`src/rtl/core/st2s_pkg.sv`:
```
// Shared types, sizes and key compare for the stable two-key record sorter.
package st2s_pkg;

    // Number of cells in the insertion chain, which is the record capacity.
    localparam int MAX_RECORDS = 64;

    localparam int TAG_W   = 16;
    localparam int LAYER_W = 16;
    localparam int POS_W   = 24;

    // One stored record.
    typedef struct packed {
        logic [TAG_W-1:0]   tag;
        logic [LAYER_W-1:0] layer;
        logic [POS_W-1:0]   pos;
    } t_rec;

    // Control that every cell of the chain sees in the same cycle.
    typedef struct packed {
        logic insert;
        logic shift_out;
    } t_cell_ctrl;

    // True when record a must come strictly after record b.
    function automatic logic key_gt(input t_rec a, input t_rec b);
        logic gt;
        if (a.layer != b.layer) begin
            gt = ($signed(a.layer) > $signed(b.layer));
        end else begin
            gt = ($signed(a.pos) > $signed(b.pos));
        end
        return gt;
    endfunction

endpackage

```
`src/rtl/core/st2s_cell.sv`:
```
// One cell of the sorting chain: holds a record and hands it to a neighbor.
module st2s_cell (
    input  logic                  i_clk,
    input  logic                  i_rst_n,
    input  st2s_pkg::t_cell_ctrl  i_ctrl,
    input  st2s_pkg::t_rec        i_new_rec,
    input  st2s_pkg::t_rec        i_left_rec,
    input  logic                  i_left_valid,
    input  logic                  i_left_moves,
    input  st2s_pkg::t_rec        i_right_rec,
    input  logic                  i_right_valid,
    output st2s_pkg::t_rec        o_rec,
    output logic                  o_valid,
    output logic                  o_moves
);

    st2s_pkg::t_rec r_rec;
    st2s_pkg::t_rec n_rec;
    logic           r_valid;
    logic           n_valid;

    // An empty cell, or one holding a strictly later key, makes room.
    assign o_moves = !r_valid || st2s_pkg::key_gt(r_rec, i_new_rec);

    // Next contents: shift right on insert, shift left while draining.
    always_comb begin
        n_rec   = r_rec;
        n_valid = r_valid;
        if (i_ctrl.insert && o_moves) begin
            if (i_left_moves) begin
                n_rec   = i_left_rec;
                n_valid = i_left_valid;
            end else begin
                n_rec   = i_new_rec;
                n_valid = 1'b1;
            end
        end else if (i_ctrl.shift_out) begin
            n_rec   = i_right_rec;
            n_valid = i_right_valid;
        end
    end

    // Valid bit is control state; the record itself needs no reset.
    always_ff @(posedge i_clk) begin
        if (!i_rst_n) begin
            r_valid <= 1'b0;
        end else begin
            r_valid <= n_valid;
        end
    end

    always_ff @(posedge i_clk) begin
        r_rec <= n_rec;
    end

    assign o_rec   = r_rec;
    assign o_valid = r_valid;

endmodule

```
`config.mk`:
```
export PLATFORM = sky130hd
export DESIGN_NAME = st2s_cell
export DESIGN_NICKNAME = d
export VERILOG_FILES = /design/src/rtl/core/st2s_pkg.sv /design/src/rtl/core/st2s_cell.sv
export SDC_FILE = /design/constraint.sdc
export NUM_CORES = 1
export LEC_CHECK = 0
export BUFFER_PORTS_ARGS = -buffer_cell sky130_fd_sc_hd__buf_2
export CAP_MARGIN = 20
export CELL_PAD_IN_SITES_DETAIL_PLACEMENT = 0
export CELL_PAD_IN_SITES_GLOBAL_PLACEMENT = 1
export CORE_UTILIZATION = 30
export CTS_BUF_LIST = sky130_fd_sc_hd__clkbuf_2
export DETAILED_ROUTE_END_ITERATION = 8
export HOLD_SLACK_MARGIN = 0.05
export PLACE_DENSITY = 0.81
export SETUP_SLACK_MARGIN = 0.5
export SLEW_MARGIN = 20
export SYNTH_ARGS = -nofsm -noshare
export SYNTH_HDL_FRONTEND = slang
export SYNTH_SLANG_ARGS = --single-unit
```
`constraint.sdc`:
```
create_clock -name i_clk -period 4.84 [get_ports i_clk]
set_input_delay 1.452 -clock i_clk [delete_from_list [all_inputs] [get_ports i_clk]]
set_output_delay 1.452 -clock i_clk [all_outputs]
set_load 0.01 [all_outputs]
```
# --- Yosys cells after proc, flatten, opt, wreduce, memory -nomap -nowiden ---
# Index checks and enable logic that the tools add are counted.
totals:
  ff_bits: 57
  output_inout_bits: 58
  word_cells: 18
op_classes:
  n_lt_le_gt_ge: 2
  eq_ne: 1
  muxes: 7
  reduce_logical: 4
op_table:
  columns: ["cell", "n"]
  rows:
  - ["two-way mux 56 bit", 3]
  - ["greater-than comparator 24 bit", 1]
  - ["greater-than comparator 16 bit", 1]
  - ["inequality test 16 bit", 1]
  - ["two-way mux 1 bit", 4]
  - ["nonzero test 2 bit", 1]
  - ["logical AND 1 bit", 1]
  - ["zero test 1 bit", 1]
  - ["logical OR 1 bit", 1]

# --- Logic depth before layout (Yosys ltp) ---
# Gate-level depths: netlist (run 1).
logic_depth:
  ltp_word: 5
  ltp_mapped: 11
  depth_no_buf: 9

# --- Worst setup path before layout (run 1) ---
# No wires, ideal clock.
synth_timing:
  path_kind: "input to register"
  from: "in i_new_rec[39] (netlist name)"
  to: "reg r_rec (netlist bit o_rec[0]), enable pin"
  t_arrival_ns: 4.431
  required_ns: 4.417
  setup_slack_ns: -0.014
  path_stages: 9
  path_buffers: 0
  cell_sequence: "inv_1 ha_1 nand4_2 or4_4 a31oi_2 nand2_1 a21o_1 a31o_2 nand2b_1"
synth_via:
  elab_chain_cells: 5
  word_cells_on_any_way: 6
  classes_between: "order compare (1); eq/ne (1); mux (1); reduce/logical (3)"
synth_rtl:
  columns: ["item", "line", "text"]
  rows:
  - ["from (decl)", "st2s_cell.sv:6", "input st2s_pkg::t_rec i_new_rec,"]
  - ["greater-than comparator 16 bit or inequality test 16 bit (tied branches)", "st2s_pkg.sv:28, st2s_pkg.sv:27", null]
  - ["two-way mux 1 bit (*)", "st2s_pkg.sv:27", "if (a.layer != b.layer) begin"]
  - ["logical OR 1 bit (*)", "st2s_cell.sv:23", "assign o_moves = !r_valid || st2s_pkg::key_gt(r_rec, i_new_rec);"]
  - ["logical AND 1 bit (*)", "st2s_cell.sv:29", "if (i_ctrl.insert && o_moves) begin"]
  - ["nonzero test 2 bit (no line) (*)", null, null]
  - ["to (signal assigned)", "st2s_cell.sv:53", "r_rec <= n_rec;"]
  - ["to (decl)", "st2s_cell.sv:17", "st2s_pkg::t_rec r_rec;"]
# Every way passes the cells marked *; elsewhere a longest branch is shown, timed or not.
# A chain may end at the register's enable or synchronous reset.

# --- Worst setup path in the final report (run 1) ---
layout_timing:
  from: "in i_new_rec[5] (netlist name)"
  to: "out o_moves"
layout_via:
  elab_chain_cells: 3
layout_rtl:
  columns: ["item", "line", "text"]
  rows:
  - ["greater-than comparator 24 bit", "st2s_pkg.sv:30", "gt = ($signed(a.pos) > $signed(b.pos));"]
  - ["two-way mux 1 bit", "st2s_pkg.sv:27", null]
  - ["logical OR 1 bit", "st2s_cell.sv:23", null]
  - ["to (decl)", "st2s_cell.sv:14", "output logic o_moves"]
# Every way passes these cells.

==> results.md, run 1 <==
- CP cell instances: buf_6 > inv_4 > ha_4 > a211oi_2 > nor2_1 > or3_1 > o221ai_2 > nand4_1 > nand3_2 > buf_6
- Net count after synthesis: 594
- Final nets: 834
- Last weighted congestion value of the routability-driven placer: 0.7742
- Max-slew violations: 0
- H-tree depth reported by CTS: 3
- Number of buffers added on ports: 232
- First-pass DRT Iterations: 4
- Amount of wire on met3 after detailed routing: 935 µm
- Delay of the slowest cell on the worst path: 360 ps
- Crit path max fanout: 2
- Pwr per Cell Area: 260.2 nW/µm²
- Leak Pwr: 2.930 nW
- Horizontal extent of the die: 121.3 µm
- N_diodes: 0
- Final worst hold slack: 661.8 ps
- Post-CTS clock slew at the launch and capture registers of the worst setup and hold paths: 140 ps
- Synth-to-layout area growth: 43.54%
- Number of warning messages in the yosys log: 0
- Most frequent cells in the layout: sky130_fd_sc_hd__buf_2, sky130_fd_sc_hd__edfxtp_1, sky130_fd_sc_hd__nand2_1
- Critical path startpoint: i_new_rec[5]
- Total I/O pin count: 233
- Hold violation count in the final report: 0
- GRT overflow: 0
- Setup skew after layout: 32.63 ps
- Flop and latch count out of synthesis: 57
- Worst hold path startpoint: o_valid
- Synthesized instance count: 379
- Num CTS Buffers: 9
- DRC violations left: 0
- Critical path capture point type: output pin
- Max Freq: 216.8 MHz
- Largest net degree at the start of global routing: 57
- Launch point of the worst reg-to-reg path: o_rec[5]
- Antenna Nets Post-Route: 0
- Core Region: 13880 µm²
- Max-capacitance violation count: 0
- Sum of routed wire length over all layers: 11.66 mm
- Vias in the first global route: 3712
- Iter 0 DRT Violations: 142
- Library cell appearing most often on the critical path: sky130_fd_sc_hd__buf_6
- Run status: finished, final reports clean
- Number of sinks driven by the clock tree: 57
- Area of all placed cells without fillers: 6133 µm²
- Type of the tightest min-delay check: flip-flop to flip-flop
- Clock period minus worst slack: 4613 ps
- First-pass GRT wire length: 17.84 mm
- Starting Density: 30.78%
- Delay-heaviest family, CP: simple AND/OR/NAND/NOR gates
- Layout cells sized above 1: 60.74%
- Cell area reported after detailed placement: 5713 µm²
- Buffer depth of the longest clock path: 2
- Die Y-Extent: 121.3 µm
- Worst ir drop on vdd: 134.5 µV
- Period utilisation layout: 95.32%
- CTS tree: built
- Final routed wire length divided by cell count: 14.50 µm
- Sequential-to-total area share from yosys stat: 39.82%
- Worst Path Arrival: 3160 ps
- Cell area after synthesis: 4273 µm²
- Uppermost layer routed: met4
- Critical Path Slowest Stage Cell: sky130_fd_sc_hd__or3_1
- WP buf/inv: 3
- Number of vias in the routed layout: 3741
- Die footprint: 14720 µm²
- Required time of the critical path: 3390 ps
- CP Class: input port to output pin
- Routed met2 length: 5.498 mm
- Clock root buffer master: sky130_fd_sc_hd__clkbuf_2
- Sum of negative setup slack: 0 ps
- Num rows: 43
- Sum of routed wire segments on met1: 4.974 mm
- Detailed placer's ending HPWL: 8.922 mm
- Via density per instance: 4.653
- RSZ-0062 raised after global routing: true
- Final setup vio count: 0
- Mean post-synth cell area: 11.27 µm²
- Clock latency reported for the late side of the worst-skew pair: 550 ps
- Overall Power: 1.596 mW
- Startpoint types: input port
- Number of distinct library cell variants in the gate-level netlist after synthesis: 37
- Global routing usage summed across all routing layers: 15.90%
- Initial antenna violation count: 0
- Slew Limit Headroom: 35.21%
- Leading cell type in the layout, fill and taps excluded: sky130_fd_sc_hd__buf_2
- Measured slew at the worst slew-check pin: 971.8 ps
through the flow:
step	setup slack, ps	util, %	instances
after floorplan	500.8	-	379
after global placement	118.3	41.16	782
after detailed placement	117.6	41.16	782
after CTS	251.9	44.04	803
after global routing	135.9	44.19	804
final	226.6	44.19	804
routing by layer:
layer	GRT usage [%]	up-vias
met2	26.35	161
met3	4.887	18
li1	-	1862
met1	18.58	1700
met5	0	-
met4	7.562	0
synth_stat cells (all sizes together):
cell     n  area, µm²
mux2i    1      10.01
clkbuf   6      22.52
nand3b   1      7.510
mux2    74      983.5
nor3b    1      7.510
o21ai   45      225.2
nand2b   1      6.260
a32o     1      10.01
o221ai   1      8.760
nand3    3      15.01
edfxtp  56       1682
nor4     1      6.260
a211oi   3      22.52
nor2b    2      12.51
ha      40      500.5
a21o     4      30.03
a221oi   1      8.760
or3      1      6.260
a31o     1      8.760
or4      1      11.26
nand2   46      172.7
a31oi    2      33.78
inv     43      161.4
nor2     8      30.03
nand4    9      62.56
dfxtp    1      20.02
o21a     3      22.52
buf     10      117.6
a21oi   11      55.05
o211ai   1      7.510
nor3     1      5.000
repair_timing:
| item | 4_1_cts | 5_1_grt |
|---|---|---|
| resized for setup | 36 | 3 |
| pin swaps | 25 | 8 |
| hold endpoints to repair | 0 | 0 |
| hold buffers | 0 | 0 |
| setup buffers | 5 | 1 |
| setup endpoints to repair | 1 | 1 |
sequential cells by signal, indices dropped and copies added (netlist names):
| name | count |
|---|---|
| o_rec | 56 |
| o_valid | 1 |
path summary, 6_finish.rpt:
kind	to	slack (ps)	cells past startpoint
worst max-delay path	o_moves	230	10
worst min-delay path	o_valid	660	2
worst max register to register	o_rec[2]	1430	11
worst min register to register	o_valid	660	2
cell families after synthesis:
family | after synthesis | share of synthesized area (%)
adder cells (fa/ha/maj) | 40 | 11.71
flip-flops | 57 | 39.82
multiplexers | 75 | 23.25
AO/OA/AOI/OAI | 73 | 10.13
AND/OR/NAND/NOR | 75 | 8.024
buffers and inverters | 59 | 7.057
worst reg2reg max path, stage by stage, from the launching register on:
cell	delay, ps
sky130_fd_sc_hd__edfxtp_1	480
sky130_fd_sc_hd__ha_4	250
sky130_fd_sc_hd__a211oi_2	210
sky130_fd_sc_hd__nor2_1	80
sky130_fd_sc_hd__or3_1	360
sky130_fd_sc_hd__o221ai_2	280
sky130_fd_sc_hd__nand4_1	190
sky130_fd_sc_hd__buf_4	170
sky130_fd_sc_hd__buf_4	130
sky130_fd_sc_hd__a31oi_4	190
sky130_fd_sc_hd__buf_12	340
sky130_fd_sc_hd__mux2_2	500
final cells by class:
type                       count  area (µm²)
fill                        1354        7747
sequential                    57        1702
inverter                      43       173.9
multi-input combinational    263        2530
tap                          180       225.2
timing repair buffer         245        1346
clock inverter                 6       106.4
clock buffer                  10       50.05
power by group:
part	total, mW	switching, mW	leakage [nW]	internal [mW]
Combinational	0.519	0.239	2.26	0.280
Sequential	0.659	0.0384	0.580	0.620
Clock	0.418	0.196	0.0896	0.222
Note: power is estimated with default switching activity, not from simulation.
==> run 2, diff against run 1 <==
- BUFFER_PORTS_ARGS: -buffer_cell sky130_fd_sc_hd__buf_2 -> default
- DONT_BUFFER_PORTS: default -> 1
- PLACE_DENSITY: 0.81 -> 0.58
==> run 2 against run 1 <==
Register-to-register slack better by 50 ps. Cell count is 29% lower. Fmax is 4.3% higher. Utilization is 9.1 points lower. Critical endpoint unchanged.
==> results.md, run 2 (synthesis results as in run 1) <==
- Layout cells sized above 1: 36.57% (-24 points)
- Max-capacitance violation count: 0 (unchanged)
- Sum of negative setup slack: 0 ps (unchanged)
- Required time of the critical path: 3390 ps (about the same)
- Period utilisation layout: 91.38% (-3.9 points)
- Cell area reported after detailed placement: 4532 µm² (-21%)
- Reg area: 1702 µm² (unchanged)
- Final routed wire length divided by cell count: 18.68 µm (+29%)
- Startpoint types: input port
- Run status: finished, final reports clean
- Detailed placer's ending HPWL: 8.077 mm (-9.5%)
- Most frequent cells in the layout: sky130_fd_sc_hd__edfxtp_1, sky130_fd_sc_hd__nand2_1, sky130_fd_sc_hd__o21ai_0
- Critical Path Slowest Stage Cell: sky130_fd_sc_hd__or4_4
- Hold violation count in the final report: 0 (unchanged)
- First-pass DRT Iterations: 4 (unchanged)
- CP Class: input port to output pin
- Final worst hold slack: 703.4 ps (+41.58 ps)
- Worst Path Arrival: 2970 ps (-190 ps)
- Global routing usage summed across all routing layers: 14.16% (-1.7 points)
- Pwr per Cell Area: 288.8 nW/µm² (+11%)
- Starting Density: 30.78% (unchanged)
- Number of buffers added on ports: 0 (-100%)
- Clock root buffer master: sky130_fd_sc_hd__clkbuf_2
- Initial antenna violation count: 0 (unchanged)
- Clock period minus worst slack: 4423 ps (-190.8 ps)
- Crit path max fanout: 2 (unchanged)
- CTS tree: built
- Max Freq: 226.1 MHz (+4.3%)
- Sum of routed wire segments on met1: 4.068 mm (-18%)
- Setup skew after layout: 31.89 ps (-0.7401 ps)
- Leading cell type in the layout, fill and taps excluded: sky130_fd_sc_hd__edfxtp_1
- Die Y-Extent: 121.3 µm (unchanged)
- Area of all placed cells without fillers: 4875 µm² (-21%)
- Buffer depth of the longest clock path: 2 (unchanged)
- Total I/O pin count: 233 (unchanged)
- Number of vias in the routed layout: 2925 (-22%)
- Routed met2 length: 5.279 mm (-4.0%)
- Clock latency reported for the late side of the worst-skew pair: 520 ps (-30 ps)
- Num rows: 43 (unchanged)
- Antenna Nets Post-Route: 0 (unchanged)
- Core Region: 13880 µm² (unchanged)
- Area used by multi-input combinational logic: 2530 µm² (unchanged)
- Last weighted congestion value of the routability-driven placer: 0.7676 (-0.85%)
- GRT overflow: 0 (unchanged)
- N_diodes: 0 (unchanged)
- DRC violations left: 0 (unchanged)
- Slew Limit Headroom: 68.07% (+33 points)
- Vias in the first global route: 3023 (-19%)
- Final nets: 602 (-28%)
- Via density per instance: 5.123 (+10%)
- Uppermost layer routed: met4
- Largest net degree at the start of global routing: 96 (+68%)
- CP cell instances: inv_4 > ha_4 > nand4_1 > or4_4 > a31oi_4 > nand2_1 > a21o_1 > nand3_2
- Number of sinks driven by the clock tree: 57 (unchanged)
- Delay-heaviest family, CP: simple AND/OR/NAND/NOR gates
- Flip-flop count of the largest register, all copies and words added: 56 (unchanged)
- Horizontal extent of the die: 121.3 µm (unchanged)
- Hold-fix buffers, CTS: 0 (unchanged)
- Type of the tightest min-delay check: flip-flop to flip-flop
- Filler instances: 1422 (+5.0%)
- Measured slew at the worst slew-check pin: 479.0 ps (-492.9 ps)
- WP buf/inv: 1 (-2)
- Sum of routed wire length over all layers: 10.66 mm (-8.5%)
- Max-slew violations: 0 (unchanged)
- Iter 0 DRT Violations: 107 (-25%)
- Delay of the slowest cell on the worst path: 580 ps (+220 ps)
- Die footprint: 14720 µm² (unchanged)
- Worst ir drop on vdd: 120.4 µV (-10%)
- Critical path capture point type: output pin
- First-pass GRT wire length: 15.51 mm (-13%)
- Synth-to-layout area growth: 14.09%
- Num CTS Buffers: 9 (unchanged)
- Amount of wire on met3 after detailed routing: 1.141 mm (+22%)
- Post-CTS clock slew at the launch and capture registers of the worst setup and hold paths: 160 ps (+20 ps)
- RSZ-0062 raised after global routing: true
- Leak Pwr: 1.983 nW (-32%)
- Final setup vio count: 0 (unchanged)
- H-tree depth reported by CTS: 3 (unchanged)
run 2: cell count changes in the layout (fill, tap and decap cells not counted), moves of 6 or more:
cell | previous run | this run
sky130_fd_sc_hd__buf_6 | 10 | 0
sky130_fd_sc_hd__inv_2 | 11 | 5
sky130_fd_sc_hd__buf_2 | 222 | 0
sky130_fd_sc_hd__inv_1 | 27 | 33
run 2: power by group:
group	leakage (nW)	switching (mW)	total (mW)	internal (mW)
logic	1.33	0.152	0.339	0.187
clock network	0.0780	0.195	0.365	0.170
registers	0.580	0.0803	0.704	0.623
total	1.98	0.427	1.41	0.981
run 2: metal layers:
| layer | global-route usage (%) | vias up |
|---|---|---|
| met5 | 0 | - |
| met4 | 5.633 | 0 |
| met3 | 6.250 | 11 |
| met2 | 24.36 | 152 |
| met1 | 15.05 | 1376 |
| li1 | - | 1386 |
run 2: layout make-up:
| cell class | instances | share of cell area (%) |
|---|---|---|
| tap | 180 | 4.620 |
| multi-input combinational | 263 | 51.90 |
| clock inverter | 5 | 1.668 |
| sequential | 57 | 34.91 |
| clock buffer | 10 | 1.027 |
| inverter | 43 | 3.619 |
| timing repair buffer | 13 | 2.259 |
run 2: worst paths after layout:
check	start	end	slack, ps	cells after the start
max reg2reg	o_rec[33]	o_rec[11]	1480	10
min	o_valid	o_valid	700	2
max	i_new_rec[34]	o_moves	420	8
min reg2reg	o_valid	o_valid	700	2
run 2: tightest hold or removal path: stages, from the launching register on:
cell	delay, ps
sky130_fd_sc_hd__dfxtp_1	430
sky130_fd_sc_hd__mux2i_1	160
sky130_fd_sc_hd__a221oi_1	90
run 2: what timing repair did:
| item | in CTS | in global routing |
|---|---|---|
| resized for setup | 5 | 20 |
| pin swaps | 9 | 13 |
| setup buffers | 7 | 0 |
| setup endpoints to repair | 1 | 1 |
run 2: metrics by stage:
stage	utilization (%)	power, mW	setup WS, ps	std cells
after global routing	35.12	1.497	349.6	571
after CTS	34.16	1.414	353.3	571
after detailed placement	32.65	1.024	262.9	549
after floorplan	-	0.9692	500.8	379
final	35.12	1.408	417.3	571
after global placement	32.65	1.018	267.4	549
==> run 3, diff against run 2 <==
- PLACE_DENSITY: 0.58 -> 0.56
- clock period: 4.84 -> 5 ns (I/O delays scaled with it)
==> run 3 against run 2 <==
Die area is the same. Clock skew fell by 13 ps. Utilization fell by 0.96 points.
==> results.md, run 3 (synthesis results as in run 1) <==
- Buffer depth of the longest clock path: 2 (unchanged)
- Startpoint types: input port
- Iter 0 DRT Violations: 104 (-2.8%)
- Global routing usage summed across all routing layers: 14.57% (+0.41 points)
- Cell depth of the worst hold path: 2 (unchanged)
- Period utilisation layout: 91.96%
- Max Freq: 217.5 MHz
- CTS tree: built
- Core Region: 13880 µm² (unchanged)
- Clock root buffer master: sky130_fd_sc_hd__clkbuf_2
- Number of sinks driven by the clock tree: 57 (unchanged)
- Final routed wire length divided by cell count: 18.90 µm (+1.2%)
- Number of buffers added on ports: 0 (unchanged)
- Final worst hold slack: 688.5 ps (-14.93 ps)
- Num CTS Buffers: 9 (unchanged)
- Last weighted congestion value of the routability-driven placer: 0.7667 (-0.12%)
- Pwr per Cell Area: 274.3 nW/µm² (-5.0%)
- Most frequent cells in the layout: sky130_fd_sc_hd__edfxtp_1, sky130_fd_sc_hd__nand2_1, sky130_fd_sc_hd__o21ai_0
- Leading cell type in the layout, fill and taps excluded: sky130_fd_sc_hd__edfxtp_1
- Worst Path Arrival: 3100 ps (+130 ps)
- Count of placed standard cells in the final layout, fillers left out: 566 (-0.88%)
- Starting Density: 30.78% (unchanged)
- Measured slew at the worst slew-check pin: 512.9 ps (+33.92 ps)
- Sum of routed wire length over all layers: 10.70 mm (+0.29%)
- Synth-to-layout area growth: 10.98%
- Critical path capture point type: output pin
- Flip-flop count of the largest register, all copies and words added: 56 (unchanged)
- Clock latency reported for the late side of the worst-skew pair: 540 ps (+20 ps)
- Max-slew violations: 0 (unchanged)
- Sum of negative setup slack: 0 ps (unchanged)
- Hold-fix buffers, CTS: 0 (unchanged)
- Via density per instance: 5.046 (-1.5%)
- Final nets: 595 (-1.2%)
- Horizontal extent of the die: 121.3 µm (unchanged)
- Vias in the first global route: 2948 (-2.5%)
- Capture point of the critical path: o_moves
- Worst-case register-to-register setup slack: 1600 ps (+120 ps)
- Area of all placed cells without fillers: 4742 µm² (-2.7%)
- Cell area reported after detailed placement: 4439 µm² (-2.0%)
- Die Y-Extent: 121.3 µm (unchanged)
- Total I/O pin count: 233 (unchanged)
- Num rows: 43 (unchanged)
- Detailed placer's ending HPWL: 7.944 mm (-1.6%)
- Final setup vio count: 0 (unchanged)
- Worst ir drop on vdd: 122.4 µV (+1.7%)
- Required time of the critical path: 3500 ps (+110 ps)
- Layout cells sized above 1: 31.43% (-5.1 points)
- Antenna Nets Post-Route: 0 (unchanged)
- DRC violations left: 0 (unchanged)
- Setup skew after layout: 18.97 ps (-12.92 ps)
- Endpoint of the lowest-slack register-to-register path: o_rec[14]
- Crit path max fanout: 4 (+2)
- First-pass GRT wire length: 15.80 mm (+1.9%)
- Initial antenna violation count: 1 (+1)
- Launch point of the worst reg-to-reg path: o_rec[35]
- Placed cell count: 546 (-0.55%)
- CP Class: input port to output pin
- Run status: finished, final reports clean
- Max-capacitance violation count: 0 (unchanged)
- Clock period minus worst slack: 4598 ps
- Die footprint: 14720 µm² (unchanged)
- H-tree depth reported by CTS: 3 (unchanged)
- RSZ-0062 raised after global routing: true
- Slew Limit Headroom: 65.81% (-2.3 points)
- Hold violation count in the final report: 0 (unchanged)
- Critical path startpoint: i_new_rec[38]
- Type of the tightest min-delay check: flip-flop to flip-flop
- Leak Pwr: 1.953 nW (-1.5%)
- Number of vias in the routed layout: 2856 (-2.4%)
- Largest net degree at the start of global routing: 96 (unchanged)
- First-pass DRT Iterations: 4 (unchanged)
- Post-CTS clock slew at the launch and capture registers of the worst setup and hold paths: 160 ps (about the same)
- Worst-case reg-to-reg path depth: 10 (unchanged)
- GRT overflow: 0 (unchanged)
run 3: cell count changes in the layout (fill, tap and decap cells not counted), moves of 2 or more:
| cell | previous run | this run |
|---|---|---|
| sky130_fd_sc_hd__buf_4 | 12 | 5 |
| sky130_fd_sc_hd__inv_1 | 33 | 39 |
| sky130_fd_sc_hd__ha_1 | 24 | 29 |
| sky130_fd_sc_hd__ha_4 | 16 | 11 |
| sky130_fd_sc_hd__inv_2 | 5 | 1 |
| sky130_fd_sc_hd__a21oi_1 | 9 | 11 |
| sky130_fd_sc_hd__a21oi_2 | 2 | 0 |
| sky130_fd_sc_hd__inv_4 | 4 | 2 |
| sky130_fd_sc_hd__o21ai_0 | 43 | 45 |
run 3: how the worst min path moves through the flow:
| stage | slack [ps] | to | start |
|---|---|---|---|
| after global routing | 730 | o_valid | o_valid |
| after global placement | 640 | o_valid | o_valid |
| after detailed placement | 680 | o_valid | o_valid |
| after CTS | 700 | o_valid | o_valid |
| final | 690 | o_valid | o_valid |
| after floorplan | 600 | o_valid | o_valid |
run 3: layout make-up:
type	instances	area (µm²)
flip-flops and latches	57	1702
fillers	1424	9139
repair buffers	6	57.56
multi-input cells	263	2467
diodes	1	2.502
clock inverters	6	58.81
clock buffers	10	50.05
well taps	180	225.2
inverters	43	178.9
run 3: worst max-delay path, cell delays in order:
cell and delay [ps]:
sky130_fd_sc_hd__inv_1 50, sky130_fd_sc_hd__ha_4 290, sky130_fd_sc_hd__nand4_4 120, sky130_fd_sc_hd__or4_4 570, sky130_fd_sc_hd__a31oi_4 170, sky130_fd_sc_hd__nand2_1 70, sky130_fd_sc_hd__a21o_1 190, sky130_fd_sc_hd__nand3_4 120
run 3: what timing repair did:
item / CTS / global route
resized for setup: 20 / 4
endpoints found under the setup margin: 1 / 1
pin swaps: 14 / 5
setup buffers: 2 / 1
run 3: power breakdown:
part	switching (mW)	leakage, nW	internal [mW]	total, mW
Clock	0.194	0.0654	0.114	0.307
Combinational	0.147	1.31	0.169	0.315
Sequential	0.0748	0.580	0.603	0.678
Total	0.415	1.95	0.886	1.30
run 3: layer usage:
| metal | routed length [µm] | track usage, % | vias to the layer above | part of all wire (%) |
|---|---|---|---|---|
| li1 | - | - | 1376 | - |
| met1 | 4103 | 15.72 | 1322 | 38 |
| met2 | 5347 | 24.68 | 143 | 50 |
| met3 | 1028 | 6.579 | 15 | 9.6 |
| met4 | 216 | 5.787 | 0 | 2.0 |
| met5 | 0 | 0 | - | 0 |
run 3: through the flow:
step	setup WS, ps	util, %	total power [mW]
6_report	401.9	34.16	1.301
5_1_grt	332.2	34.16	1.387
4_1_cts	414.9	33.76	1.319
3_5_place_dp	251.7	31.98	0.9833
3_3_place_gp	280.8	31.98	0.9808
2_1_floorplan	510.2	-	0.9301
